$ cat src/sv/ntva_pkg.sv
// ---------------------------------------------------------------------------
// ntva_pkg
// Shared types, codes and note helpers for the note/track voice allocator.
// ---------------------------------------------------------------------------
package ntva_pkg;

  // Field widths fixed by the event format
  localparam int NOTE_W     = 7;
  localparam int TRK_W      = 5;
  localparam int INST_W     = 8;
  localparam int TC_W       = 6;
  localparam int CFG_IDX_W  = 1;
  localparam int CFG_DATA_W = 8;

  typedef logic [NOTE_W-1:0] note_t;

  // Note values with special meaning
  localparam note_t NOTE_FREE = 7'd120;  // free track / note-off event
  localparam note_t NOTE_TOP  = 7'd119;  // highest playable note

  // Four octaves of transposition
  localparam int          OCTAVE_SHIFT   = 4;
  localparam int          SEMITONES      = 12;
  localparam logic [7:0]  TRANSPOSE_STEP = 8'(OCTAVE_SHIFT * SEMITONES);

  // Register indexes of the configuration port
  localparam logic [CFG_IDX_W-1:0] CFG_TRACK_COUNT = 1'b0;
  localparam logic [CFG_IDX_W-1:0] CFG_INSTRUMENT  = 1'b1;

  // Reset values of the configuration registers
  localparam logic [TC_W-1:0]   TRACK_COUNT_RST = 6'd16;
  localparam logic [INST_W-1:0] INSTRUMENT_RST  = 8'd0;

  // Event action codes
  localparam logic ACT_ON  = 1'b0;
  localparam logic ACT_OFF = 1'b1;

  // Optional +48 shift for playable notes, clamped to the top note;
  // notes of 120 and above pass unchanged
  function automatic note_t offset_note(input note_t n, input logic tr);
    logic [NOTE_W:0] sum;
    note_t           res;
    sum = {1'b0, n} + (tr ? TRANSPOSE_STEP : 8'd0);
    if (n >= NOTE_FREE) begin
      res = n;
    end else if (sum > {1'b0, NOTE_TOP}) begin
      res = NOTE_TOP;
    end else begin
      res = sum[NOTE_W-1:0];
    end
    return res;
  endfunction

endpackage

$ cat src/sv/note_track_voice_allocator.sv
// ---------------------------------------------------------------------------
// note_track_voice_allocator
// Round-robin assignment of note on/off events to tracks, with stealing.
// ---------------------------------------------------------------------------
// The note held by each track sits in a small RAM that is scanned one track
// per clock through its single read port, while a release scan is not held
// by a stalled output. An event of cnt active tracks (cnt = track_count
// clamped to 1..MAX_TRACK_COUNT) is accepted in S_IDLE and then runs, in
// order: a release scan of cnt tracks when its note is below 120, for a
// note-on a free-track search of up to cnt tracks, a second release scan
// when a held note is stolen, a step to record the note and a step to hand
// over the final result; a note-off of 120 or above ends at acceptance, and
// the output side may stall the event. Every result goes out through a
// one-deep hold stage and an output register, so "last" is known when the
// final result of an event is presented. No input is taken until all results
// of the previous event have been handed to the output register.
module note_track_voice_allocator #(
  parameter int MAX_TRACK_COUNT = 32
) (
  input  logic                                  clk,
  input  logic                                  rst,
  // configuration write channel
  input  logic                                  cfg_valid,
  output logic                                  cfg_ready,
  input  logic [ntva_pkg::CFG_IDX_W-1:0]        cfg_index,
  input  logic [ntva_pkg::CFG_DATA_W-1:0]       cfg_data,
  // event input
  input  logic                                  in_valid,
  output logic                                  in_stall,
  input  logic                                  action,
  input  logic [ntva_pkg::NOTE_W-1:0]           note,
  input  logic                                  transpose,
  // result output
  output logic                                  out_valid,
  input  logic                                  out_stall,
  output logic [ntva_pkg::TRK_W-1:0]            track,
  output logic [ntva_pkg::NOTE_W-1:0]           out_note,
  output logic [ntva_pkg::INST_W-1:0]           out_instrument,
  output logic                                  last
);

  localparam int TW   = $clog2(MAX_TRACK_COUNT);
  localparam int CW   = $clog2(MAX_TRACK_COUNT + 1);
  localparam int CMPW = (CW > ntva_pkg::TC_W) ? CW : ntva_pkg::TC_W;

  typedef enum logic [2:0] {
    S_IDLE,
    S_REL,
    S_SEARCH,
    S_WRITE,
    S_FINISH
  } state_t;

  // registers
  state_t                        state, state_next;
  logic [ntva_pkg::TC_W-1:0]     track_count;
  logic [ntva_pkg::INST_W-1:0]   instrument;
  logic [TW-1:0]                 last_track, last_track_next;
  ntva_pkg::note_t               cur_note, cur_note_next;
  logic                          cur_on, cur_on_next;
  ntva_pkg::note_t               rel_note, rel_note_next;
  logic                          rel_stolen, rel_stolen_next;
  logic [TW-1:0]                 chk_idx, chk_idx_next;
  logic [TW-1:0]                 k, k_next;
  ntva_pkg::note_t               start_note, start_note_next;
  logic [TW-1:0]                 pick, pick_next;
  logic                          pend_valid, pend_valid_next;
  logic [TW-1:0]                 pend_track, pend_track_next;
  ntva_pkg::note_t               pend_note, pend_note_next;
  logic                          out_vld, out_vld_next;
  logic [TW-1:0]                 out_trk, out_trk_next;
  ntva_pkg::note_t               out_nt, out_nt_next;
  logic [ntva_pkg::INST_W-1:0]   out_inst, out_inst_next;
  logic                          out_last, out_last_next;
  logic [MAX_TRACK_COUNT-1:0]    vld;
  logic                          rd_vld;
  logic                          fwd_hit;
  ntva_pkg::note_t               fwd_data;

  // combinational
  logic [CMPW-1:0]               tc_ext;
  logic [CW-1:0]                 cnt;
  logic [TW-1:0]                 last_idx;
  logic [CW:0]                   lt_inc;
  logic [TW-1:0]                 start_idx;
  ntva_pkg::note_t               ram_q;
  ntva_pkg::note_t               eff;
  ntva_pkg::note_t               in_nt;
  ntva_pkg::note_t               stolen;
  logic                          out_free;
  logic                          can_emit;
  logic                          emit;
  logic                          flush;
  logic [TW-1:0]                 emit_track;
  ntva_pkg::note_t               emit_note;
  logic                          we;
  logic [TW-1:0]                 waddr;
  ntva_pkg::note_t               wdata;
  logic [TW-1:0]                 raddr;
  logic                          found;
  logic [TW-1:0]                 nxt_idx;

  // note store
  ntva_ram #(
    .WIDTH (ntva_pkg::NOTE_W),
    .DEPTH (MAX_TRACK_COUNT)
  ) u_note_ram (
    .clk   (clk),
    .we    (we),
    .waddr (waddr),
    .wdata (wdata),
    .raddr (raddr),
    .rdata (ram_q)
  );

  // active track count, clamped to 1..MAX_TRACK_COUNT
  assign tc_ext   = CMPW'(track_count);
  assign cnt      = (track_count == '0) ? CW'(1) :
                    (tc_ext > CMPW'(MAX_TRACK_COUNT)) ? CW'(MAX_TRACK_COUNT) : CW'(tc_ext);
  assign last_idx = TW'(cnt - 1'b1);

  // search starts after the last used track, wrapping to track 0
  assign lt_inc    = (CW + 1)'(last_track) + 1'b1;
  assign start_idx = (lt_inc < (CW + 1)'(cnt)) ? TW'(lt_inc) : '0;

  // stored note of the entry under check; never-written entries are free
  assign eff = fwd_hit ? fwd_data : (rd_vld ? ram_q : ntva_pkg::NOTE_FREE);

  assign in_nt    = ntva_pkg::offset_note(note, transpose);
  assign stolen   = (k == '0) ? eff : start_note;
  assign found    = (eff == ntva_pkg::NOTE_FREE);
  assign nxt_idx  = (chk_idx == last_idx) ? '0 : TW'(chk_idx + 1'b1);

  // output side handshake
  assign out_free  = !out_vld || !out_stall;
  assign can_emit  = !pend_valid || out_free;
  assign cfg_ready = 1'b1;
  assign in_stall  = (state != S_IDLE);

  // sequencer
  always_comb begin
    state_next      = state;
    last_track_next = last_track;
    cur_note_next   = cur_note;
    cur_on_next     = cur_on;
    rel_note_next   = rel_note;
    rel_stolen_next = rel_stolen;
    chk_idx_next    = chk_idx;
    k_next          = k;
    start_note_next = start_note;
    pick_next       = pick;
    raddr           = chk_idx;
    we              = 1'b0;
    waddr           = chk_idx;
    wdata           = ntva_pkg::NOTE_FREE;
    emit            = 1'b0;
    flush           = 1'b0;
    emit_track      = chk_idx;
    emit_note       = ntva_pkg::NOTE_FREE;

    unique case (state)
      S_IDLE: begin
        if (in_valid) begin
          cur_note_next = in_nt;
          cur_on_next   = (action == ntva_pkg::ACT_ON);
          if (in_nt < ntva_pkg::NOTE_FREE) begin
            rel_note_next   = in_nt;
            rel_stolen_next = 1'b0;
            chk_idx_next    = '0;
            raddr           = '0;
            state_next      = S_REL;
          end else if (action == ntva_pkg::ACT_ON) begin
            chk_idx_next = start_idx;
            raddr        = start_idx;
            k_next       = '0;
            state_next   = S_SEARCH;
          end
        end
      end

      // clear every track holding rel_note, one off event each
      S_REL: begin
        if (!(eff == rel_note && !can_emit)) begin
          if (eff == rel_note) begin
            we        = 1'b1;
            waddr     = chk_idx;
            wdata     = ntva_pkg::NOTE_FREE;
            emit      = 1'b1;
            emit_note = ntva_pkg::NOTE_FREE;
          end
          if (chk_idx == last_idx) begin
            if (rel_stolen) begin
              state_next = S_WRITE;
            end else if (cur_on) begin
              chk_idx_next = start_idx;
              raddr        = start_idx;
              k_next       = '0;
              state_next   = S_SEARCH;
            end else begin
              state_next = S_FINISH;
            end
          end else begin
            chk_idx_next = TW'(chk_idx + 1'b1);
            raddr        = TW'(chk_idx + 1'b1);
          end
        end
      end

      // round-robin search for a free track, else steal the start track
      S_SEARCH: begin
        if (k == '0) begin
          start_note_next = eff;
        end
        if (found || k == last_idx) begin
          pick_next       = found ? chk_idx : start_idx;
          last_track_next = found ? chk_idx : start_idx;
          if (!found && stolen < ntva_pkg::NOTE_FREE) begin
            rel_note_next   = stolen;
            rel_stolen_next = 1'b1;
            chk_idx_next    = '0;
            raddr           = '0;
            state_next      = S_REL;
          end else begin
            state_next = S_WRITE;
          end
        end else begin
          chk_idx_next = nxt_idx;
          raddr        = nxt_idx;
          k_next       = TW'(k + 1'b1);
        end
      end

      // record the note and emit the on event
      S_WRITE: begin
        if (can_emit) begin
          we         = 1'b1;
          waddr      = pick;
          wdata      = cur_note;
          emit       = 1'b1;
          emit_track = pick;
          emit_note  = cur_note;
          state_next = S_FINISH;
        end
      end

      // hand the held result over as the final one
      S_FINISH: begin
        if (!pend_valid) begin
          state_next = S_IDLE;
        end else if (out_free) begin
          flush      = 1'b1;
          state_next = S_IDLE;
        end
      end

      default: begin
        state_next = S_IDLE;
      end
    endcase
  end

  // hold stage and output register
  always_comb begin
    pend_valid_next = pend_valid;
    pend_track_next = pend_track;
    pend_note_next  = pend_note;
    out_vld_next    = out_vld && out_stall;
    out_trk_next    = out_trk;
    out_nt_next     = out_nt;
    out_inst_next   = out_inst;
    out_last_next   = out_last;

    if (emit) begin
      if (pend_valid) begin
        out_vld_next  = 1'b1;
        out_trk_next  = pend_track;
        out_nt_next   = pend_note;
        out_inst_next = instrument;
        out_last_next = 1'b0;
      end
      pend_valid_next = 1'b1;
      pend_track_next = emit_track;
      pend_note_next  = emit_note;
    end else if (flush) begin
      out_vld_next    = 1'b1;
      out_trk_next    = pend_track;
      out_nt_next     = pend_note;
      out_inst_next   = instrument;
      out_last_next   = 1'b1;
      pend_valid_next = 1'b0;
    end
  end

  // state, configuration and datapath registers
  always_ff @(posedge clk) begin
    if (rst) begin
      state       <= S_IDLE;
      track_count <= ntva_pkg::TRACK_COUNT_RST;
      instrument  <= ntva_pkg::INSTRUMENT_RST;
      last_track  <= '0;
      pend_valid  <= 1'b0;
      out_vld     <= 1'b0;
      vld         <= '0;
      fwd_hit     <= 1'b0;
    end else begin
      state      <= state_next;
      last_track <= last_track_next;
      pend_valid <= pend_valid_next;
      out_vld    <= out_vld_next;
      fwd_hit    <= we && (waddr == raddr);
      if (we) begin
        vld[waddr] <= 1'b1;
      end
      if (cfg_valid && cfg_ready) begin
        unique case (cfg_index)
          ntva_pkg::CFG_TRACK_COUNT: track_count <= cfg_data[ntva_pkg::TC_W-1:0];
          ntva_pkg::CFG_INSTRUMENT:  instrument  <= cfg_data[ntva_pkg::INST_W-1:0];
        endcase
      end
    end
    cur_note   <= cur_note_next;
    cur_on     <= cur_on_next;
    rel_note   <= rel_note_next;
    rel_stolen <= rel_stolen_next;
    chk_idx    <= chk_idx_next;
    k          <= k_next;
    start_note <= start_note_next;
    pick       <= pick_next;
    pend_track <= pend_track_next;
    pend_note  <= pend_note_next;
    out_trk    <= out_trk_next;
    out_nt     <= out_nt_next;
    out_inst   <= out_inst_next;
    out_last   <= out_last_next;
    rd_vld     <= vld[raddr];
    fwd_data   <= wdata;
  end

  assign out_valid      = out_vld;
  assign track          = ntva_pkg::TRK_W'(out_trk);
  assign out_note       = out_nt;
  assign out_instrument = out_inst;
  assign last           = out_last;

  // a held result never outlives its event
  a_idle_no_pend: assert property (@(posedge clk) disable iff (rst)
    state == S_IDLE |-> !pend_valid)
    else $error("result left in hold stage while idle");

  // the note store is only written while releasing or recording
  a_write_state: assert property (@(posedge clk) disable iff (rst)
    we |-> (state == S_REL || state == S_WRITE))
    else $error("note store written outside release or record");

  // search stays inside the active tracks
  a_search_bound: assert property (@(posedge clk) disable iff (rst)
    state == S_SEARCH |-> (k <= last_idx && chk_idx <= last_idx))
    else $error("search beyond active track count");

  // displacing a held result always fills the output register
  a_emit_moves: assert property (@(posedge clk) disable iff (rst)
    emit && pend_valid |=> out_valid)
    else $error("held result lost on emit");

endmodule

$ cat src/sv/ntva_ram.sv
// ---------------------------------------------------------------------------
// ntva_ram
// Generic single-write, single-read synchronous RAM with registered read.
// ---------------------------------------------------------------------------
module ntva_ram #(
  parameter int  WIDTH = 8,
  parameter int  DEPTH = 32,
  localparam int AW    = (DEPTH > 1) ? $clog2(DEPTH) : 1
) (
  input  logic             clk,
  input  logic             we,
  input  logic [AW-1:0]    waddr,
  input  logic [WIDTH-1:0] wdata,
  input  logic [AW-1:0]    raddr,
  output logic [WIDTH-1:0] rdata
);

  logic [WIDTH-1:0] mem [DEPTH];

  // write port and registered read port
  always_ff @(posedge clk) begin
    if (we) begin
      mem[waddr] <= wdata;
    end
    rdata <= mem[raddr];
  end

endmodule
$ cat config.mk
export PLATFORM = sky130hd
export DESIGN_NAME = note_track_voice_allocator
export DESIGN_NICKNAME = d
export VERILOG_FILES = /design/src/sv/ntva_pkg.sv /design/src/sv/note_track_voice_allocator.sv /design/src/sv/ntva_ram.sv
export SDC_FILE = /design/constraint.sdc
export NUM_CORES = 1
export LEC_CHECK = 0
export ABC_CLOCK_PERIOD_IN_PS = 5350
export BUFFER_PORTS_ARGS = -buffer_cell sky130_fd_sc_hd__buf_2
export CAP_MARGIN = 20
export CORE_ASPECT_RATIO = 1.5
export CORE_MARGIN = 2
export CORE_UTILIZATION = 62
export DETAILED_ROUTE_END_ITERATION = 6
export PLACE_DENSITY = 0.79
export SYNTH_ARGS = -nofsm -noshare
export SYNTH_HDL_FRONTEND = slang
export SYNTH_SLANG_ARGS = --single-unit
$ cat constraint.sdc
create_clock -name clk -period 5.35 [get_ports clk]
set_clock_uncertainty 0.15 [all_clocks]
set_input_delay 0.535 -clock clk [delete_from_list [all_inputs] [get_ports clk]]
set_output_delay 0.535 -clock clk [all_outputs]
set_load 0.005 [all_outputs]
# Word level (Yosys, flattened, before mapping)
# Memory sizes are Yosys's and may differ from the RTL's. A register that Yosys moved wholly into a read port is not among the register bits.
# Index checks and enable logic that the tools add are counted.
# word_totals
reg_bits	136
ramBits	224
in_bits	23
output_inout_bits	24
wordCells	181
n_memories	1
# mem_list
memory	depth	word_bits	read_ports	rd_clocked_by_memory_dff	wr	line_no	source
u_note_ram.mem	32	7	1	1	1	ntva_ram.sv:18	logic [WIDTH-1:0] mem [DEPTH];
# op_classes
n_addsub	5
n_lt_le_gt_ge	9
eq_ne	24
mux	87
n_bitwise	3
n_reduce_logical	28
# ops
cell	count
5-bit 2-to-1 mux	25
7-bit 2-to-1 mux	14
3-bit 2-to-1 mux	11
32-bit bitwise OR	1
5-bit one-hot mux with 3 select lines	2
2-bit inequality test (second input constant)	13
8-bit 2-to-1 mux	3
1-bit 2-to-1 mux	22
6-bit 2-to-1 mux	3
5-bit equality test	3
3-bit one-hot mux with 5 select lines	1
7-bit < comparator (second input constant)	2
7-bit one-hot mux with 2 select lines	1
5-bit by 6-bit < comparator with 1-bit output (second input constant)	2
5-bit by 1-bit adder with 5-bit output (second input constant)	2
2-bit AND reduction	5
9-bit AND reduction	1
7-bit by 6-bit adder with 8-bit output	1
8-bit by 7-bit greater-than comparator with 1-bit output (second input constant)	1
7-bit equality test	1
7-bit equality test (second input constant)	1
7-bit greater-or-equal comparator (second input constant)	1
7-bit AND reduction	1
5-bit by 1-bit adder with 6-bit output (second input constant)	1
other kinds (22)	38

# Depth between registers and ports, before layout
# Gate-level depths: netlist of the first run.
# logic_depth
depth_word	12
mapped_depth	18
ltp_nobuf	16

# By module
# A second synthesis of the first run with hierarchy kept.
# unflattened
cells_unflattened	1041
hier_area_um2	15483.6
# modules_own_cells
mod	instances	cells_per_inst	area_per_inst_um2
ntva_ram	1	370	8833.5
note_track_voice_allocator	1	671	6650.1

# Worst setup path before layout of the first run
# Ideal clock, no wire load.
# synth_path
path_kind	flip-flop to flip-flop
start	register track_count (netlist bit tc_ext[1])
end	register u_note_ram.rdata[5], read port of u_note_ram.mem
setup_ps	123
arrival_time_ps	3552
required_time_ps	5077
setup_slack_ps	1525
stages_incl_launch_ff	18
n_path_buf	2
path_cell_list	dfxtp_1 nor4_4 o21ai_0 ha_1 nor4bb_1 o21ai_1 nand2_1 xnor2_1 nor2_2 mux2_2 a211oi_4 inv_2 buf_2 buf_2 a221oi_1 o21ai_0 o2111ai_1 nor3_1
# synth_between
elab_chain_len	10
elab_cells_between_ends	20
classes_between	1 x add/sub; 2 x order compare; 2 x eq/ne; 13 x mux; 2 x reduce/logical
# synth_rtl
item	line_no	source
start, declared	note_track_voice_allocator.sv:56	logic [ntva_pkg::TC_W-1:0] track_count;
start signal, assigned	note_track_voice_allocator.sv:298	track_count <= ntva_pkg::TRACK_COUNT_RST;
start signal, assigned	note_track_voice_allocator.sv:316	ntva_pkg::CFG_TRACK_COUNT: track_count <= cfg_data[ntva_pkg::TC_W-1:0];
6-bit greater-than comparator	note_track_voice_allocator.sv:119	(tc_ext > CMPW'(MAX_TRACK_COUNT)) ? CW'(MAX_TRACK_COUNT) : CW'(tc_ext);
6-bit 2-to-1 mux	note_track_voice_allocator.sv:119	
6-bit 2-to-1 mux *	note_track_voice_allocator.sv:118	assign cnt = (track_count == '0) ? CW'(1) :
6-bit < comparator	note_track_voice_allocator.sv:124	assign start_idx = (lt_inc < (CW + 1)'(cnt)) ? TW'(lt_inc) : '0;
5-bit 2-to-1 mux	note_track_voice_allocator.sv:124	
5-bit 2-to-1 mux	-	
5-bit 2-to-1 mux	note_track_voice_allocator.sv:192	if (rel_stolen) begin
5-bit 2-to-1 mux (2 in a row)	-	
5-bit one-hot mux with 3 select lines *	-	
end, declared	ntva_ram.sv:15	output logic [WIDTH-1:0] rdata
# Every way passes the cells marked *; elsewhere a longest branch is shown, timed or not.
# A chain may end at the register's enable or synchronous reset.

# Worst setup path in the final report of the first run
# layout_path
start	register track_count (netlist bit tc_ext[2])
end	register u_note_ram.rdata[2], read port of u_note_ram.mem
# The elaborated chain is that of the path after synthesis.

==> results of run 1 <==
-- tightest hold or removal path: stages --
cell	delay, ns
buf_2	0.10
nand3_1	0.06
a21oi_1	0.06
-- synthesized netlist by cell type, drive strengths merged (4+ instances only) --
| cell type | n |
|---|---|
| nor3 | 21 |
| buf | 30 |
| nor4 | 10 |
| and2 | 5 |
| a221oi | 10 |
| or2 | 7 |
| ha | 12 |
| o32ai | 9 |
| o2111ai | 4 |
| xnor2 | 15 |
| a32o | 14 |
| dfxtp | 77 |
| nand3 | 30 |
| nor2 | 125 |
| edfxtp | 290 |
| a211oi | 10 |
| inv | 33 |
| xor2 | 9 |
| a21oi | 94 |
| o21ba | 7 |
| clkbuf | 40 |
| o22ai | 13 |
| nor2b | 15 |
| nand2 | 259 |
| o21ai | 26 |
| nand2b | 12 |
| nand4 | 6 |
| mux2 | 8 |
| a32oi | 47 |
| o2bb2ai | 14 |
| mux2i | 12 |
| and3 | 11 |
-- cells by family (layout without fill, tap and decap cells) --
logic type / count (synthesis) / in the layout / synth area share [%]
compound gates: 283 / 283 / 13.0
xor+xnor: 25 / 25 / 1.48
fa+ha+maj: 13 / 13 / 1.08
buf+inv: 103 / 167 / 2.81
flops: 367 / 367 / 65.3
mux: 20 / 20 / 1.34
other cells: 1 / 1 / 0.0239
simple gates: 519 / 519 / 14.9
-- through the flow --
step                      hold slack [ns]  setup slack (ns)  std cells  util, %  area (µm²)
final                               0.119             0.585       1723     69.8       17400
after global routing                0.116             0.296       1723     69.8       17400
after CTS                           0.104             0.638       1722     69.7       17400
after detailed placement            0.255             0.733       1660     65.3       16300
after global placement              0.251             0.884       1657     65.1       16200
after floorplan                     0.250              1.53       1331        -       15700
-- state kept, by name (all words and copies together), names as in the netlist, 6 cells and up --
name              cells
u_note_ram.mem      224
u_note_ram.rdata      7
start_note            7
instrument            8
out_instrument        8
cur_note              7
pend_note             7
out_note              7
rel_note              7
tc_ext                6
vld                  32
fwd_data              7
-- placed cells by master (no fill, tap or decap), types with 8 or more instances in the layout --
cell type	instances
edfxtp_1	290
nand2b_1	12
o32ai_1	9
o21ai_0	22
a21oi_1	93
dfxtp_1	77
inv_1	31
nor3_1	19
clkbuf_16	35
buf_2	45
clkinv_2	10
and3_1	10
a32oi_1	47
a32o_1	14
o22ai_1	13
a211oi_1	8
xnor2_1	15
nor2b_1	15
ha_1	12
buf_4	19
nand2_1	258
xor2_1	9
o2bb2ai_1	14
a221oi_1	9
nor2_1	124
mux2_2	8
mux2i_1	12
nand3_1	30
-- path summary, 6_finish.rpt --
| kind | startpoint | end | slack (ns) |
|---|---|---|---|
| worst max-delay path | tc_ext[2]$_SDFFE_PP0P_ | u_note_ram.rdata[2]$_DFF_P_ | 0.58 |
| worst min-delay path | cfg_data[7] | instrument[7]$_SDFFE_PP0P_ | 0.12 |
| worst max register to register | tc_ext[2]$_SDFFE_PP0P_ | u_note_ram.rdata[2]$_DFF_P_ | 0.58 |
| worst min register to register | pend_note[4]$_DFFE_PP_ | out_note[4]$_DFFE_PP_ | 0.27 |
-- layout make-up --
cell class              instances  area (µm²)  share of cell area (%)
multi-input cells             861        5020                    28.8
clock inverters                18         166                   0.955
clock buffers                  44         930                    5.34
well taps                     328         410                    2.36
inverters                      33         125                   0.718
repair buffers                 72         520                    2.99
flip-flops and latches        367       10200                    58.8
-- power breakdown --
| part | leakage, nW | internal [mW] | switching (mW) |
|---|---|---|---|
| sequential | 3.24 | 3.35 | 0.216 |
| clock | 0.543 | 1.34 | 1.05 |
| combinational | 2.21 | 0.960 | 1.86 |
| total | 5.99 | 5.65 | 3.13 |
-- metal layers --
metal,wire (µm),share of wire [%]
met5,0,0
met4,2270,6.0
met3,2310,6.1
met2,19300,51
met1,13800,37
==> impl_metrics.ini, run 1 <==
[synthesis]
postSynth.asyncResetShare_pct = 0
synth_edf_count = 290
yosysTopAreaCellShare_pct = 55.5
ys_ff_latch = 367
synth_seq_area_share_pct = 65.3
syn_area_um2 = 15700
synth_cells = 1331
synth_cell_types = 82
ys.flop_type = edfxtp_1
ys_warn_count = 0
syn_nets = 1367
synth_area_leaders = edfxtp_1, dfxtp_1, nand2_1, a21oi_1, nor2_1
postSynthAreaPerCell_um2 = 11.8
yosysTopAreaCell = edfxtp_1

[timing]
min_period_over_period_pct = 89.1
rsz0062_at_grt = false
slew_headroom_pct = 29.4
fin_crit_ns = 4.77
slew_violations = 0
tightest_slew_ns = 1.06
fmax_mhz = 210
hold_viol_final = 0
final.setup.tns_ns = 0
setup_viol = 0

[worst_setup_path]
cp_data_required_time_ns = 5.59
max_stage_delay_ns = 0.55
rr_worst_depth = 16
crit_buf_inv = 2
critPathArrivalTime_ns = 5.01
worst-path-stages = 16
path_cells = nor4_4, o21ai_0, ha_1, nor4bb_1, o21ai_1, and3b_1, or4_4, nand2_2, o21ai_2, a211oi_4, clkinv_2, buf_12, nand2_1, a32oi_1, o32ai_1, nor4_2
slowest_stage = or4_4
crit_type = reg -> reg
crit_family = compound AO/OA/AOI/OAI gates
critPathMaxFanout = 62
cp-start-kind = flop
worstSetupEndpointType = flop

[clock_network]
postCtsHoldBufs = 0
path_clk_slew_ns = 0.07
cts.htree.levels = 2
clockRootBuffer = clkbuf_16
clk_latency_ns = 0.53
post_cts_resized = 0
cts_buffers = 34
clock_sinks = 367
postCtsSetupRepairBufs = 0
cts_tree = done
cts_max_path_buffers = 3

[layout]
fillers = 1687
drive_gt1_share_pct = 12.5
antenna_cells = 0
areaGrowthSynthToFinish_pct = 11.0
layout.nets = 1405

[power_and_ir_drop]
power.density_nw_per_um2 = 504
power.total_mw = 8.78
peakVddDrop_mv = 0.345
power.leakage_nw = 5.99

[global_routing]
grt.met3_usage_pct = 4.36
grt_max_degree = 66
use_met2_pct = 50.0
grt-ovfl-total = 0
grt_pass1_vias = 10600
antenna_found_initial = 0
globalRoute.busiestLayer = met2
grt_pass1_wl_um = 58300
met1_usage_pct = 33.3
grt_util_all_layers_pct = 28.6

[routing]
wl_per_cell_um = 21.9
dr.pass1.iters = 6
wirelength_um = 37700
drc_errors = 0
ant_nets = 0
first_iter_violations = 1324
vias = 11100
viasPerCell = 6.41

[place]
hpwlAfterDp_um = 24900
gp_congestion = 0.965
io_buffer_count = 45

[min_path]
hold_path.class = in -> reg
min_delay_path_depth = 3

[die]
fp.dieArea_um2 = 26600
die_x_um = 134
core_um2 = 25000
fp.dieH_um = 199
row_count = 71
num_io_pins = 47
start_util_pct = 62.9

[outcome]
outcome = complete, no violations

[run]
maxCapViolCount = 0
(Power assumes the default switching activity.)
==> run 2: changes to the inputs <==
--- a/config.mk
+++ b/config.mk
@@ -13,6 +13,7 @@
 export CORE_UTILIZATION = 62
 export DETAILED_ROUTE_END_ITERATION = 6
 export PLACE_DENSITY = 0.79
+export RECOVER_POWER = 50
 export SYNTH_ARGS = -nofsm -noshare
 export SYNTH_HDL_FRONTEND = slang
 export SYNTH_SLANG_ARGS = --single-unit
==> impl_metrics.ini, run 2 (synthesis results as in run 1) <==
[outcome]
outcome = finished, violations left
violations = max-capacitance violations, max-slew violations

[layout]
largest_reg_flops = 224
register_area_um2 = 10200
regMostFlops = u_note_ram.mem
fillers = 1707
final_cell_mix = edfxtp_1, nand2_1, nor2_1
layout.nets = 1405
final_util_pct = 69.5
finalNonFillerCells = 1724
multi_input_comb_area_um2 = 5020
final_common_cell = edfxtp_1
top_regs = u_note_ram.mem: 224 flops, vld: 32 flops
areaGrowthSynthToFinish_pct = 10.6
drive_gt1_share_pct = 10.8

[global_routing]
grt_util_all_layers_pct = 28.6
grt_pass1_wl_um = 58300
grt_max_degree = 66
grt-ovfl-total = 0
antenna_found_initial = 0
grt_pass1_vias = 10600

[die]
row_count = 71
core_um2 = 25000
start_util_pct = 62.9
fp.dieArea_um2 = 26600
die_x_um = 134
num_io_pins = 47
fp.dieH_um = 199

[timing]
slew_violations = 199
slew_headroom_pct = -89.4
setup_viol = 0
hold_viol_final = 0
fin_crit_ns = 4.77
hold_ws_ns = 0.119
min_period_over_period_pct = 89.1
final.setup.tns_ns = 0
rsz0062_at_grt = false
tightest_slew_ns = 2.84
fmax_mhz = 210

[clock_network]
clockRootBuffer = clkbuf_16
post_cts_resized = 0
cts_tree = done
path_clk_slew_ns = 0.07
postCtsHoldBufs = 0
cts_buffers = 34
cts.htree.levels = 2
clock_sinks = 367
cts_max_path_buffers = 3
clk_latency_ns = 0.53
postCtsSetupRepairBufs = 0

[min_path]
hold_path.class = in -> reg

[place]
post-place-cells = 1660
hpwlAfterDp_um = 24900
io_buffer_count = 45
gp_congestion = 0.965

[worst_setup_path]
critPathArrivalTime_ns = 5.01
crit_type = reg -> reg
cp_data_required_time_ns = 5.59
cp-start-kind = flop
worstSetupEndpointType = flop
critPathMaxFanout = 62

[power_and_ir_drop]
p_switching_mw = 3.12
peakVddDrop_mv = 0.345
comb_power_share_pct = 32.0
sw_frac_of_total_pct = 35.6
p_seq_share_pct = 40.7
p_int_mw = 5.65
power.density_nw_per_um2 = 505
pwr-share-clk_pct = 27.3
power.total_mw = 8.77
power.leakage_nw = 5.92

[run]
maxCapViolCount = 5

[routing]
vias = 11000
wirelength_um = 37800
wl_per_cell_um = 21.9
drc_errors = 0
ant_nets = 0
first_iter_violations = 1347
viasPerCell = 6.36
dr.pass1.iters = 6
-- run 2: critical path, stage by stage, from the launching register on --
cell and delay (ns):
dfxtp_1 0.40, nor4_4 0.34, o21ai_0 0.20, ha_1 0.29
nor4bb_1 0.15, o21ai_1 0.22, nand2_1 0.10, xnor2_1 0.20
nor2_2 0.39, mux2_2 0.42, a211oi_4 0.38, clkinv_2 0.19
buf_12 0.24, nand2_1 0.10, a32oi_1 0.16, o32ai_1 0.55
nor4_2 0.12
-- run 2: per-layer routing --
layer	up-vias	global-route usage, %	part of all wire [%]
met5	-	0	0
met4	0	16.9	6.0
met3	127	4.36	5.7
met2	516	50.0	51
met1	5321	33.3	37
li1	4998	-	-
-- run 2: power by group through the flow --
stage,logic [mW],registers [mW],clock network (mW)
after floorplan,1.99,3.50,0
after global placement,2.70,3.61,0
after detailed placement,2.75,3.62,0
after CTS,2.78,3.55,2.41
after global routing,3.03,3.58,2.52
final,2.81,3.57,2.39
-- run 2: layout make-up --
cell class / instances / area share, %
clock buffer: 44 / 5.36
sequential: 367 / 59.1
timing repair buffer: 72 / 2.60
inverter: 33 / 0.721
antenna: 1 / 0.0144
tap: 328 / 2.37
clock inverter: 18 / 0.959
multi-input combinational: 861 / 28.9
-- run 2: worst paths after layout --
path | from | endpoint | slack (ns) | depth (start not counted)
max reg2reg | tc_ext[2]$_SDFFE_PP0P_ | u_note_ram.rdata[2]$_DFF_P_ | 0.58 | 16
min | cfg_data[7] | instrument[7]$_SDFFE_PP0P_ | 0.12 | 3
min reg2reg | pend_note[4]$_DFFE_PP_ | out_note[4]$_DFFE_PP_ | 0.27 | 0
max | tc_ext[2]$_SDFFE_PP0P_ | u_note_ram.rdata[2]$_DFF_P_ | 0.58 | 16
-- run 2: metrics by stage --
stage                     setup slack (ns)  area [µm²]
after global placement               0.884       16200
after floorplan                       1.53       15700
final                                0.583       17400
after global routing                 0.296       17300
after detailed placement             0.733       16300
after CTS                            0.638       17400
